--- src/epsm_pkg.sv ---
// shared types, constants and helpers for the encoder period speed meter
`default_nettype none
package epsm_pkg;

  localparam int COUNT_W    = 16;
  localparam int SCALE_W    = 32;
  localparam int SPEED_W    = 32;
  localparam int WIN_W      = 16;
  localparam int CMP_W      = 32;
  localparam int CFG_IDX_W  = 2;
  localparam int CFG_DATA_W = 32;

  localparam int FIFO_DEPTH = 2;
  localparam int FIFO_PTR_W = (FIFO_DEPTH > 1) ? $clog2(FIFO_DEPTH) : 1;
  localparam int FIFO_CNT_W = $clog2(FIFO_DEPTH + 1);

  localparam int DIV_BITS   = 2;
  localparam int DIV_STEPS  = SCALE_W / DIV_BITS;
  localparam int DIV_CNT_W  = $clog2(DIV_STEPS);

  localparam logic [SCALE_W-1:0] SCALE_RESET = SCALE_W'(1135514);
  localparam logic [WIN_W-1:0]   MIN_RESET   = WIN_W'(10);
  localparam logic [WIN_W-1:0]   MAX_RESET   = WIN_W'(65535);

  localparam logic [COUNT_W-1:0] COUNT_MAX = {COUNT_W{1'b1}};

  typedef enum logic [CFG_IDX_W-1:0] {
    REG_SPEED_SCALE = 2'd0,
    REG_MIN_COUNT   = 2'd1,
    REG_MAX_COUNT   = 2'd2
  } epsm_reg_t;

  // latched channel state handed from front to back
  typedef struct packed {
    logic [COUNT_W-1:0] period_first;
    logic               reverse_first;
    logic [COUNT_W-1:0] period_second;
    logic               reverse_second;
  } epsm_entry_t;

  typedef struct packed {
    logic [SCALE_W-1:0] speed_scale;
    logic [WIN_W-1:0]   min_count;
    logic [WIN_W-1:0]   max_count;
  } epsm_cfg_t;

  // sign and saturate a quotient, zero when outside the window
  function automatic logic [SPEED_W-1:0] epsm_speed(input logic [SCALE_W-1:0] quot,
                                                    input logic reverse,
                                                    input logic in_win);
    logic [SPEED_W-1:0] mag;
    mag = '0;
    if (!in_win) begin
      return '0;
    end
    if (!reverse) begin
      mag = (quot > SCALE_W'(32'h7FFF_FFFF)) ? SPEED_W'(32'h7FFF_FFFF) : SPEED_W'(quot);
      return mag;
    end
    mag = (quot > SCALE_W'(32'h8000_0000)) ? SPEED_W'(32'h8000_0000) : SPEED_W'(quot);
    return SPEED_W'(0) - mag;
  endfunction

endpackage
`default_nettype wire

--- src/epsm_front.sv ---
// front end: tick counters, period latches and direction per channel
`default_nettype none
module epsm_front (
  input  wire logic                 clk,
  input  wire logic                 rst_n,
  input  wire logic                 in_valid,
  output logic                      in_stall,
  input  wire logic                 in_tick,
  input  wire logic                 in_edge_first,
  input  wire logic                 in_partner_first,
  input  wire logic                 in_edge_second,
  input  wire logic                 in_partner_second,
  input  wire logic                 fifo_full,
  output logic                      push,
  output epsm_pkg::epsm_entry_t     push_data
);
  import epsm_pkg::*;

  logic [COUNT_W-1:0] ticks_first_r, ticks_first_nxt;
  logic [COUNT_W-1:0] ticks_second_r, ticks_second_nxt;
  epsm_entry_t        ent_r, ent_nxt;
  logic               accept;

  assign in_stall = fifo_full;
  assign accept   = in_valid && !fifo_full;

  always_comb begin
    ticks_first_nxt  = ticks_first_r;
    ticks_second_nxt = ticks_second_r;
    ent_nxt          = ent_r;
    // tick first, saturating
    if (in_tick) begin
      if (ticks_first_r != COUNT_MAX) ticks_first_nxt = ticks_first_r + 1'b1;
      if (ticks_second_r != COUNT_MAX) ticks_second_nxt = ticks_second_r + 1'b1;
    end
    if (in_edge_first) begin
      ent_nxt.period_first  = ticks_first_nxt;
      ent_nxt.reverse_first = !in_partner_first;
      ticks_first_nxt       = '0;
    end
    if (in_edge_second) begin
      ent_nxt.period_second  = ticks_second_nxt;
      ent_nxt.reverse_second = !in_partner_second;
      ticks_second_nxt       = '0;
    end
  end

  assign push      = accept;
  assign push_data = ent_nxt;

  always_ff @(posedge clk) begin
    if (!rst_n) begin
      ticks_first_r  <= '0;
      ticks_second_r <= '0;
      ent_r          <= '0;
    end else if (accept) begin
      ticks_first_r  <= ticks_first_nxt;
      ticks_second_r <= ticks_second_nxt;
      ent_r          <= ent_nxt;
    end
  end

endmodule
`default_nettype wire

--- src/epsm_fifo.sv ---
// short queue of latched channel state between front and back
`default_nettype none
module epsm_fifo (
  input  wire logic                   clk,
  input  wire logic                   rst_n,
  input  wire logic                   push,
  input  wire epsm_pkg::epsm_entry_t  push_data,
  input  wire logic                   pop,
  output epsm_pkg::epsm_entry_t       head,
  output logic                        full,
  output logic                        empty
);
  import epsm_pkg::*;

  epsm_entry_t               mem_r [FIFO_DEPTH];
  logic [FIFO_PTR_W-1:0]     wr_ptr_r, rd_ptr_r;
  logic [FIFO_CNT_W-1:0]     count_r;
  logic                      do_push, do_pop;

  assign full    = (count_r == FIFO_CNT_W'(FIFO_DEPTH));
  assign empty   = (count_r == '0);
  assign do_push = push && !full;
  assign do_pop  = pop && !empty;
  assign head    = mem_r[rd_ptr_r];

  always_ff @(posedge clk) begin
    if (do_push) mem_r[wr_ptr_r] <= push_data;
  end

  always_ff @(posedge clk) begin
    if (!rst_n) begin
      wr_ptr_r <= '0;
      rd_ptr_r <= '0;
      count_r  <= '0;
    end else begin
      if (do_push) begin
        wr_ptr_r <= (wr_ptr_r == FIFO_PTR_W'(FIFO_DEPTH - 1)) ? '0 : wr_ptr_r + 1'b1;
      end
      if (do_pop) begin
        rd_ptr_r <= (rd_ptr_r == FIFO_PTR_W'(FIFO_DEPTH - 1)) ? '0 : rd_ptr_r + 1'b1;
      end
      if (do_push && !do_pop) count_r <= count_r + 1'b1;
      else if (do_pop && !do_push) count_r <= count_r - 1'b1;
    end
  end

endmodule
`default_nettype wire

--- src/epsm_back.sv ---
// back end: shared iterative divider, sign and saturation, output register
`default_nettype none
module epsm_back (
  input  wire logic                    clk,
  input  wire logic                    rst_n,
  input  wire epsm_pkg::epsm_cfg_t     cfg,
  input  wire epsm_pkg::epsm_entry_t   head,
  input  wire logic                    fifo_empty,
  output logic                         pop,
  output logic                         out_valid,
  input  wire logic                    out_stall,
  output logic signed [epsm_pkg::SPEED_W-1:0] out_speed_first,
  output logic signed [epsm_pkg::SPEED_W-1:0] out_speed_second
);
  import epsm_pkg::*;

  typedef enum logic [1:0] {
    S_IDLE,
    S_DIV,
    S_WRITE
  } state_t;

  state_t               state_r;
  epsm_entry_t          ent_r;
  logic                 ch_r;
  logic [DIV_CNT_W-1:0] cnt_r;
  logic [COUNT_W-1:0]   div_r;
  logic [COUNT_W:0]     rem_r, rem_step;
  logic [SCALE_W-1:0]   dvd_r, dvd_step;
  logic [SPEED_W-1:0]   res_first_r, res_second_r;
  logic [SPEED_W-1:0]   out_first_r, out_second_r;
  logic                 out_valid_r;
  logic                 in_win;
  logic                 load_out;

  // two restoring steps per cycle, quotient bits shift into the dividend
  always_comb begin
    rem_step = rem_r;
    dvd_step = dvd_r;
    for (int i = 0; i < DIV_BITS; i++) begin
      rem_step = {rem_step[COUNT_W-1:0], dvd_step[SCALE_W-1]};
      dvd_step = {dvd_step[SCALE_W-2:0], 1'b0};
      if (rem_step >= {1'b0, div_r}) begin
        rem_step    = rem_step - {1'b0, div_r};
        dvd_step[0] = 1'b1;
      end
    end
  end

  assign in_win = (CMP_W'(cfg.min_count) < CMP_W'(div_r)) &&
                  (CMP_W'(div_r) < CMP_W'(cfg.max_count));

  // output register takes a new pair when empty or being drained this cycle
  assign load_out         = (state_r == S_WRITE) && (!out_valid_r || !out_stall);
  assign pop              = (state_r == S_IDLE) && !fifo_empty;
  assign out_valid        = out_valid_r;
  assign out_speed_first  = $signed(out_first_r);
  assign out_speed_second = $signed(out_second_r);

  always_ff @(posedge clk) begin
    if (!rst_n) begin
      state_r     <= S_IDLE;
      out_valid_r <= 1'b0;
      ch_r        <= 1'b0;
      cnt_r       <= '0;
    end else begin
      if (load_out) out_valid_r <= 1'b1;
      else if (!out_stall) out_valid_r <= 1'b0;
      unique case (state_r)
        S_IDLE: begin
          if (!fifo_empty) begin
            ent_r   <= head;
            div_r   <= head.period_first;
            rem_r   <= '0;
            dvd_r   <= cfg.speed_scale;
            cnt_r   <= '0;
            ch_r    <= 1'b0;
            state_r <= S_DIV;
          end
        end
        S_DIV: begin
          rem_r <= rem_step;
          dvd_r <= dvd_step;
          cnt_r <= cnt_r + 1'b1;
          if (cnt_r == DIV_CNT_W'(DIV_STEPS - 1)) begin
            cnt_r <= '0;
            if (!ch_r) begin
              res_first_r <= epsm_speed(dvd_step, ent_r.reverse_first, in_win);
              div_r       <= ent_r.period_second;
              rem_r       <= '0;
              dvd_r       <= cfg.speed_scale;
              ch_r        <= 1'b1;
            end else begin
              res_second_r <= epsm_speed(dvd_step, ent_r.reverse_second, in_win);
              state_r      <= S_WRITE;
            end
          end
        end
        S_WRITE: begin
          if (load_out) begin
            out_first_r  <= res_first_r;
            out_second_r <= res_second_r;
            state_r      <= S_IDLE;
          end
        end
        default: state_r <= S_IDLE;
      endcase
    end
  end

endmodule
`default_nettype wire

--- src/encoder_period_speed_meter_unit.sv ---
// top level of the two-channel encoder period speed meter
`default_nettype none
// Two-channel encoder speed meter by period measurement. Each input transaction
// may carry a timer tick (both 16-bit saturating tick counters count up) and a
// rising phase A edge per channel with the phase B level; on an edge the tick
// is applied first, the count is latched as the period, the counter clears and
// phase B gives the direction (1 = forward). Every input transaction yields one
// output transaction with both signed Q23.8 speeds: speed_scale / period,
// truncated, negated in reverse and saturated to 32 bits, or 0 unless
// min_count < period < max_count. The front end takes a transaction whenever the
// queue has room and queues the latched state (two entries); the back end runs
// both divisions in turn on one shared radix-4 restoring divider and then loads
// the pair into the output register, popping the next entry only once back in
// idle. The user must write the config port (0 speed_scale, 1 min_count,
// 2 max_count) only while idle; the block itself does not enforce this.
module encoder_period_speed_meter_unit (
  input  wire logic                                 clk,
  input  wire logic                                 rst_n,
  // config write port
  input  wire logic                                 cfg_we,
  input  wire logic [epsm_pkg::CFG_IDX_W-1:0]       cfg_index,
  input  wire logic [epsm_pkg::CFG_DATA_W-1:0]      cfg_data,
  // input channel
  input  wire logic                                 in_valid,
  output logic                                      in_stall,
  input  wire logic                                 in_tick,
  input  wire logic                                 in_edge_first,
  input  wire logic                                 in_partner_first,
  input  wire logic                                 in_edge_second,
  input  wire logic                                 in_partner_second,
  // result channel
  output logic                                      out_valid,
  input  wire logic                                 out_stall,
  output logic signed [epsm_pkg::SPEED_W-1:0]       out_speed_first,
  output logic signed [epsm_pkg::SPEED_W-1:0]       out_speed_second
);
  import epsm_pkg::*;

  epsm_cfg_t   cfg_r;
  epsm_entry_t push_data, head;
  logic        push, pop, fifo_full, fifo_empty;

  // config registers, writes beyond the list are dropped
  always_ff @(posedge clk) begin
    if (!rst_n) begin
      cfg_r.speed_scale <= SCALE_RESET;
      cfg_r.min_count   <= MIN_RESET;
      cfg_r.max_count   <= MAX_RESET;
    end else if (cfg_we) begin
      case (cfg_index)
        REG_SPEED_SCALE: cfg_r.speed_scale <= SCALE_W'(cfg_data);
        REG_MIN_COUNT:   cfg_r.min_count   <= cfg_data[WIN_W-1:0];
        REG_MAX_COUNT:   cfg_r.max_count   <= cfg_data[WIN_W-1:0];
        default: ;
      endcase
    end
  end

  // front end: counters and latches, one transaction per cycle while queue has room
  epsm_front u_front (
    .clk               (clk),
    .rst_n             (rst_n),
    .in_valid          (in_valid),
    .in_stall          (in_stall),
    .in_tick           (in_tick),
    .in_edge_first     (in_edge_first),
    .in_partner_first  (in_partner_first),
    .in_edge_second    (in_edge_second),
    .in_partner_second (in_partner_second),
    .fifo_full         (fifo_full),
    .push              (push),
    .push_data         (push_data)
  );

  // decouples the front end from the divider
  epsm_fifo u_fifo (
    .clk       (clk),
    .rst_n     (rst_n),
    .push      (push),
    .push_data (push_data),
    .pop       (pop),
    .head      (head),
    .full      (fifo_full),
    .empty     (fifo_empty)
  );

  // back end: divider, sign, saturation and output register
  epsm_back u_back (
    .clk              (clk),
    .rst_n            (rst_n),
    .cfg              (cfg_r),
    .head             (head),
    .fifo_empty       (fifo_empty),
    .pop              (pop),
    .out_valid        (out_valid),
    .out_stall        (out_stall),
    .out_speed_first  (out_speed_first),
    .out_speed_second (out_speed_second)
  );

endmodule
`default_nettype wire
--- config.mk ---
export PLATFORM = sky130hd
export DESIGN_NAME = encoder_period_speed_meter_unit
export DESIGN_NICKNAME = d
export VERILOG_FILES = /design/src/epsm_pkg.sv /design/src/epsm_front.sv /design/src/epsm_fifo.sv /design/src/epsm_back.sv /design/src/encoder_period_speed_meter_unit.sv
export SDC_FILE = /design/constraint.sdc
export NUM_CORES = 1
export LEC_CHECK = 0
export ABC_AREA = 1
export BUFFER_PORTS_ARGS = -buffer_cell sky130_fd_sc_hd__buf_2
export CAP_MARGIN = 10
export CORE_MARGIN = 10
export CORE_UTILIZATION = 56
export DETAILED_ROUTE_END_ITERATION = 7
export PLACE_DENSITY = 0.82
export SYNTH_ARGS = -nofsm -noshare
export SYNTH_HDL_FRONTEND = slang
export SYNTH_SLANG_ARGS = --single-unit
export TNS_END_PERCENT = 100
--- constraint.sdc ---
create_clock -name clk -period 4.6 [get_ports clk]
set_input_delay 0.46 -clock clk [delete_from_list [all_inputs] [get_ports clk]]
set_output_delay 0.46 -clock clk [all_outputs]
set_load 0.05 [all_outputs]
# --- Yosys cells after proc, flatten, opt, wreduce, memory -nomap -nowiden ---
# Memories as Yosys holds them, arrays and structs flattened. A register that Yosys moved wholly into a read port is not among the register bits.
# Index checks and enable logic that the tools add are counted.
word_totals:
  reg_bits: 352
  mem_bits_rw: 68
  in_bits: 44
  memories: 1
op_classes:
  addsub: 10
  n_lt_le_gt_ge: 6
  eq_ne: 14
  n_mux: 75
  bitwise: 2
  reduce_logical: 34
mem_list:
  columns: ["name", "depth", "width", "rd", "rd_clocked_by_memory_dff", "wr", "line_no", "text"]
  rows:
  - ["u_fifo.mem_r", 2, 34, 1, 1, 1, "epsm_fifo.sv:15", "epsm_entry_t mem_r [FIFO_DEPTH];"]
ops:
  columns: ["op", "n"]
  rows:
  - ["2-to-1 mux 32 bit", 12]
  - ["2-to-1 mux 16 bit", 14]
  - ["one-hot mux 16 bit (2 select lines)", 2]
  - ["one-hot mux 32 bit (2 select lines)", 1]
  - ["greater-or-equal comparator 17 x 16 -> 1 bit", 2]
  - ["2-to-1 mux 17 bit", 2]
  - ["2-to-1 mux 1 bit", 33]
  - ["adder 16 x 1 -> 16 bit (second input constant)", 2]
  - ["greater-than comparator 32 x 31 -> 1 bit (second input constant)", 1]
  - ["greater-than comparator 32 bit (second input constant)", 1]
  - ["less-than comparator 16 bit", 2]
  - ["!= test 16 bit (second input constant)", 2]
  - ["subtractor 1 x 32 -> 32 bit (first input constant)", 1]
  - ["subtractor 16 bit", 2]
  - ["2-to-1 mux 2 bit", 6]
  - ["AND reduction 3 bit", 4]
  - ["AND reduction 4 bit", 3]
  - ["logical AND 1 bit", 8]
  - ["zero test 1 bit", 8]
  - ["2-to-1 mux 4 bit", 2]
  - ["!= test 2 x 1 -> 1 bit (second input constant)", 4]
  - ["one-hot mux 4 bit (2 select lines)", 1]
  - ["AND reduction 2 bit", 4]
  - ["== test 2 bit (second input constant)", 3]
  - ["other kinds (14)", 21]

# --- Longest topological paths before layout ---
depth:
  ltp_word: 14
  ltp_mapped: 36
  ltp_nobuf: 34

# --- Cells and area by module ---
# Synthesis repeated with hierarchy kept, for this count alone.
hier_totals:
  hier_cells: 2579
  area_unflattened_um2: 22238.8
by_module_without_submodules:
  columns: ["module", "n_inst", "cells_each", "area_per_inst_um2", "seq_area_each_um2"]
  rows:
  - ["epsm_back", 1, 1404, 12542.0, 6466.2]
  - ["epsm_front", 1, 668, 4179.0, 1321.3]
  - ["epsm_fifo", 1, 144, 2854.0, 2142.1]
  - ["encoder_period_speed_meter_unit", 1, 363, 2663.8, 1281.2]

# --- Least setup slack after synthesis ---
# Ideal clock, no wire load.
synth_path:
  path_kind: "reg-to-reg"
  start: "register u_back.dvd_r[31]"
  end: "register u_back.res_first_r[20], data pin"
  setup_ps: 249
  t_arrival_ps: 4523
  required_time_ps: 4351
  path_slack_ps: -172
  stages_incl_launch_ff: 37
  path_buffers: 2
  cell_sequence: "edfxtp_1 > inv_1 > ha_1 > inv_1 > fa_1 > a21oi_1 > o21bai_1 > nand2_1 > nand2_1 > nand2_1 > nand2_1 > a21boi_0 > o21ai_0 > xnor2_1 > nand2_1 > o21ai_0 > inv_1 > ha_1 > nand2_1 > o21ai_0 > a21oi_1 > nand2_1 > nand2_1 > nand3_2 > clkbuf_1 > clkbuf_1 > nand2_1 > ha_1 > nand2_1 > a21oi_4 > nand2_4 > nor2_2 > nand2_1 > nand2_1 > nand3_1 > nand2_1 > inv_1"
synth_via:
  elab_chain_cells: 9
  word_cells_on_any_way: 14
synth_rtl:
  columns: ["item", "line_no", "text"]
  rows:
  - ["from (decl)", "epsm_back.sv:29", "logic [SCALE_W-1:0] dvd_r, dvd_step;"]
  - ["from (signal assigned)", "epsm_back.sv:75", "dvd_r <= cfg.speed_scale;"]
  - ["from (signal assigned)", "epsm_back.sv:83", "dvd_r <= dvd_step;"]
  - ["from (signal assigned)", "epsm_back.sv:91", "dvd_r <= cfg.speed_scale;"]
  - ["subtractor 16 bit or greater-or-equal comparator 17 x 16 -> 1 bit (tied branches)", "epsm_back.sv:44, epsm_back.sv:43", null]
  - ["2-to-1 mux 16 bit", "epsm_back.sv:43", "if (rem_step >= {1'b0, div_r}) begin"]
  - ["greater-or-equal comparator 17 x 16 -> 1 bit", "epsm_back.sv:43", null]
  - ["2-to-1 mux 1 bit", "epsm_back.sv:43", null]
  - ["greater-than comparator 32 bit or greater-than comparator 32 x 31 -> 1 bit (tied branches)", "epsm_pkg.sv:60, epsm_pkg.sv:57", null]
  - ["2-to-1 mux 32 bit (on tied branches)", "epsm_pkg.sv:60, epsm_pkg.sv:57", null]
  - ["subtractor 1 x 32 -> 32 bit or 2-to-1 mux 32 bit (tied branches)", "epsm_pkg.sv:61, epsm_pkg.sv:56", null]
  - ["2-to-1 mux 32 bit (*)", "epsm_pkg.sv:60", "mag = (quot > SCALE_W'(32'h8000_0000)) ? SPEED_W'(32'h8000_0000) : SPEED_W'(quot);"]
  - ["2-to-1 mux 32 bit (*)", "epsm_pkg.sv:56", "if (!reverse) begin"]
  - ["to (signal assigned)", "epsm_back.sv:88", "res_first_r <= epsm_speed(dvd_step, ent_r.reverse_first, in_win);"]
  - ["to (decl)", "epsm_back.sv:30", "logic [SPEED_W-1:0] res_first_r, res_second_r;"]
# Every way passes the cells marked *; elsewhere a longest branch is shown, timed or not.
# A chain may end at the register's enable or synchronous reset.

# --- Worst setup path after layout ---
layout_path:
  start: "register u_back.div_r[15]"
  end: "register u_back.res_second_r[30], data pin"
layout_via:
  elab_chain_cells: 9
  word_cells_on_any_way: 22
layout_rtl:
  columns: ["item", "line_no", "text"]
  rows:
  - ["from (decl)", "epsm_back.sv:27", "logic [COUNT_W-1:0] div_r;"]
  - ["from (signal assigned)", "epsm_back.sv:73", "div_r <= head.period_first;"]
  - ["from (signal assigned)", "epsm_back.sv:89", "div_r <= ent_r.period_second;"]
  - ["subtractor 16 bit or greater-or-equal comparator 17 x 16 -> 1 bit (tied branches)", "epsm_back.sv:44, epsm_back.sv:43", null]
  - ["2-to-1 mux 16 bit", "epsm_back.sv:43", null]
  - ["greater-or-equal comparator 17 x 16 -> 1 bit", "epsm_back.sv:43", null]
  - ["2-to-1 mux 1 bit", "epsm_back.sv:43", null]
  - ["greater-than comparator 32 bit or greater-than comparator 32 x 31 -> 1 bit (tied branches)", "epsm_pkg.sv:60, epsm_pkg.sv:57", null]
  - ["2-to-1 mux 32 bit (on tied branches)", "epsm_pkg.sv:60, epsm_pkg.sv:57", null]
  - ["subtractor 1 x 32 -> 32 bit or 2-to-1 mux 32 bit (tied branches)", "epsm_pkg.sv:61, epsm_pkg.sv:56", null]
  - ["2-to-1 mux 32 bit", "epsm_pkg.sv:60", null]
  - ["2-to-1 mux 32 bit (*)", "epsm_pkg.sv:56", null]
  - ["to (signal assigned)", "epsm_back.sv:94", "res_second_r <= epsm_speed(dvd_step, ent_r.reverse_second, in_win);"]
  - ["to (decl)", "epsm_back.sv:30", null]
# Every way passes the cells marked *; elsewhere a longest branch is shown, timed or not. The select of a mux whose other input is x is not followed.

==> metrics <==
status complete, but fails checks; violated checks setup timing; First DRT Iteration DRCs roughly 2,000; DR pass1 iterations 6; Post-synth top flop edfxtp_1; row cnt 70; Syn Area/Cell about 8.8 um2; total of max-cap violations 0; Hold Path Class in2reg; vias in the first global route between 15,000 and 20,000; Setup crit start u_back.div_r[15]; WP data arrival around 5000 ps; initial core utilization a little under three fifths; nets 2,675; Post-Syn Instances roughly 2,400; setup ws final -86.09 ps; antenna fix cells 0; Syn. warnings 0; Fin. Hold Viols 0; # setup viols final 30; Hold Startpoint cfg_data[16]; DPL Wire Length ~40,000 um; chip width 212.2 um; Cell variety after synth 54; Max Freq between 200 and 250 MHz; clock skew around 16 ps; final hold slack approximately 85 ps; CTS H-Tree Depth 2; I/O Buffers 109; clock slew at reported path FFs about 60 ps; Die Area roughly 0.045 mm2; via count 17,477; GPL Wtd Cong 0.9991; Worst Path Class, Setup reg2reg; DR vias/cell between 5 and 6; dpl ws -146.8 ps; flops & latches, synth 421; largest net degree at the start of global routing 73; clock latency on the worst-skew pair 590 ps; Final Max Slew Viols 0; Post-synth EDFFs ~280; VDD IR max between 0.5 and 0.6 mV; core area 0.03652 mm2; CP endpoint kind flop; top-count cell post-synth nand2_1; Syn Std Cell Area approximately 0.021 mm2; Total GRT Usage 24.80%; dpl cells slightly below 3,000; Critical Path RT slightly below 5000 ps; WL per Instance 18.85 um; Slew @ Worst Pin 1083 ps; reg2reg start u_back.div_r[15]; Root Buffer clkbuf_16; non-filler instance count after layout 3,067; Final min period around 4700 ps; global-route wire length before repair about 90,000 um; CTS buffer count 46; Final Routed Wirelength 57,830 um; Routed Antenna Nets 0; Area contributors post-synth edfxtp_1 (40%), dfxtp_1 (14%), nand2_1 (8.5%); sequential-to-total area share from yosys stat approximately 54%; Final Cycle Share 101.9%; Vert. Die Dim around 210 um; Startpoint Class flop; PD cells ~760 mW/mm2; Syn Nets 2,466; GRT overflow 0; clock buffer depth 3; share of Yosys cell area claimed by the top area cell type approximately two fifths; total clock sinks about 420; Crit Path Max Fanout 20; worst-path cell with the longest stage delay edfxtp_1; leakage power approximately 11 nW; top cells by count, synth nand2_1 (469), inv_1 (299), edfxtp_1 (278); unrepaired setup endpoints after global routing true; Area Growth Syn to Fin 20.75%; # IOs 110; max_slew headroom between 20 and 30%; CTS tree built; initial antenna violation count 1; area leader, netlist edfxtp_1; Residual DRC 0; CP peak stage delay ~480 ps; ys async rst share 0%; fraction of layout cells with a size suffix above 1 between 20% and 30%
where the power goes:
group          total [mW]  switching [mW]  internal, mW
logic                9.74            5.86          3.88
registers            5.51           0.528          4.98
clock network        3.79            1.56          2.23
critical path: cells and delay by family (launching register included):
kind	cells	cell delay [ps]
AND/OR/NAND/NOR	17	1600
flip-flops	1	480
adder cells (fa/ha/maj)	3	640
buffers and inverters	6	660
AO/OA/AOI/OAI	7	1040
kinds of logic (layout without fill, tap and decap cells):
kind of cell	after synthesis	in the layout	share of synthesized area (%)
adders and majority gates	69	69	4.246
buffers and inverters	411	655	7.634
muxes	18	18	0.9799
AOI/OAI and AO/OA	493	493	13.11
xor gates and xnor gates	46	46	1.948
and+or+nand+nor	895	897	17.89
DFF	421	421	54.20
worst paths after layout:
path / endpoint / slack [ps] / cells past startpoint
max: u_back.res_second_r[30] / -90 / 33
min reg2reg: u_back.out_speed_second[6] / 420 / 0
min: cfg_r[48] / 80 / 3
max reg2reg: u_back.res_second_r[30] / -90 / 33
layer usage:
layer / vias to the layer above / global-route usage, % / share of wire, %
li1: 8287 / - / -
met5: - / 0 / 0.022
met2: 787 / 41.30 / 48
met3: 153 / 3.608 / 7.4
met4: 2 / 11.80 / 4.2
met1: 8248 / 31.23 / 40
area by class of cell:
type                            count  area [um2]
Tap cell                          468       585.6
Clock inverter                     30       310.3
Multi-Input combinational cell   1523        8656
Timing Repair Buffer              262        1799
Clock buffer                       55        1247
Sequential cell                   421       11210
Inverter                          308        1169
Fill cell                        2678       11540
repair_timing:
action	CTS	global route
cloned	1	2
pin swaps	2	65
hold buffers	0	0
endpoints found under the setup margin	53	74
buffers inserted	6	24
resized for setup	19	172
endpoints found under the hold margin	0	0
layout by cell type (no fill, tap or decap), types with 28 or more instances in the layout:
cell type | netlist | final
inv_1 | 299 | 289
buf_4 | 2 | 138
nand2_1 | 469 | 440
xor2_1 | 31 | 28
dfxtp_1 | 143 | 143
nor2_1 | 254 | 234
buf_2 | 5 | 109
o21ai_0 | 236 | 210
a21oi_1 | 178 | 170
edfxtp_1 | 278 | 278
clkbuf_16 | 0 | 49
nand3_1 | 104 | 87
ha_1 | 67 | 58
sequential cells by signal, summed over array words and instances (netlist names), 16 cells and up, named ones only:
signal	flops
cfg_r	64
u_back.div_r	16
u_back.res_first_r	32
u_fifo.mem_r	68
u_back.rem_r	16
u_back.out_speed_second	32
u_back.ent_r	18
u_front.ticks_second_r	16
u_back.out_speed_first	32
u_front.ent_r	34
u_back.res_second_r	32
u_back.dvd_r	32
u_front.ticks_first_r	16
through the flow:
step	area (um2)	total power, mW	util [%]	TNS [ps]
after global routing	24980	20.12	68.39	-12440
final	24980	19.04	68.39	-1144
after detailed placement	22420	13.63	61.38	-4151
after CTS	24080	17.63	65.93	-1.117
after global placement	22420	13.41	61.38	-1469
after floorplan	20710	10.57	-	0
Power figures use the tool's default switching activity.
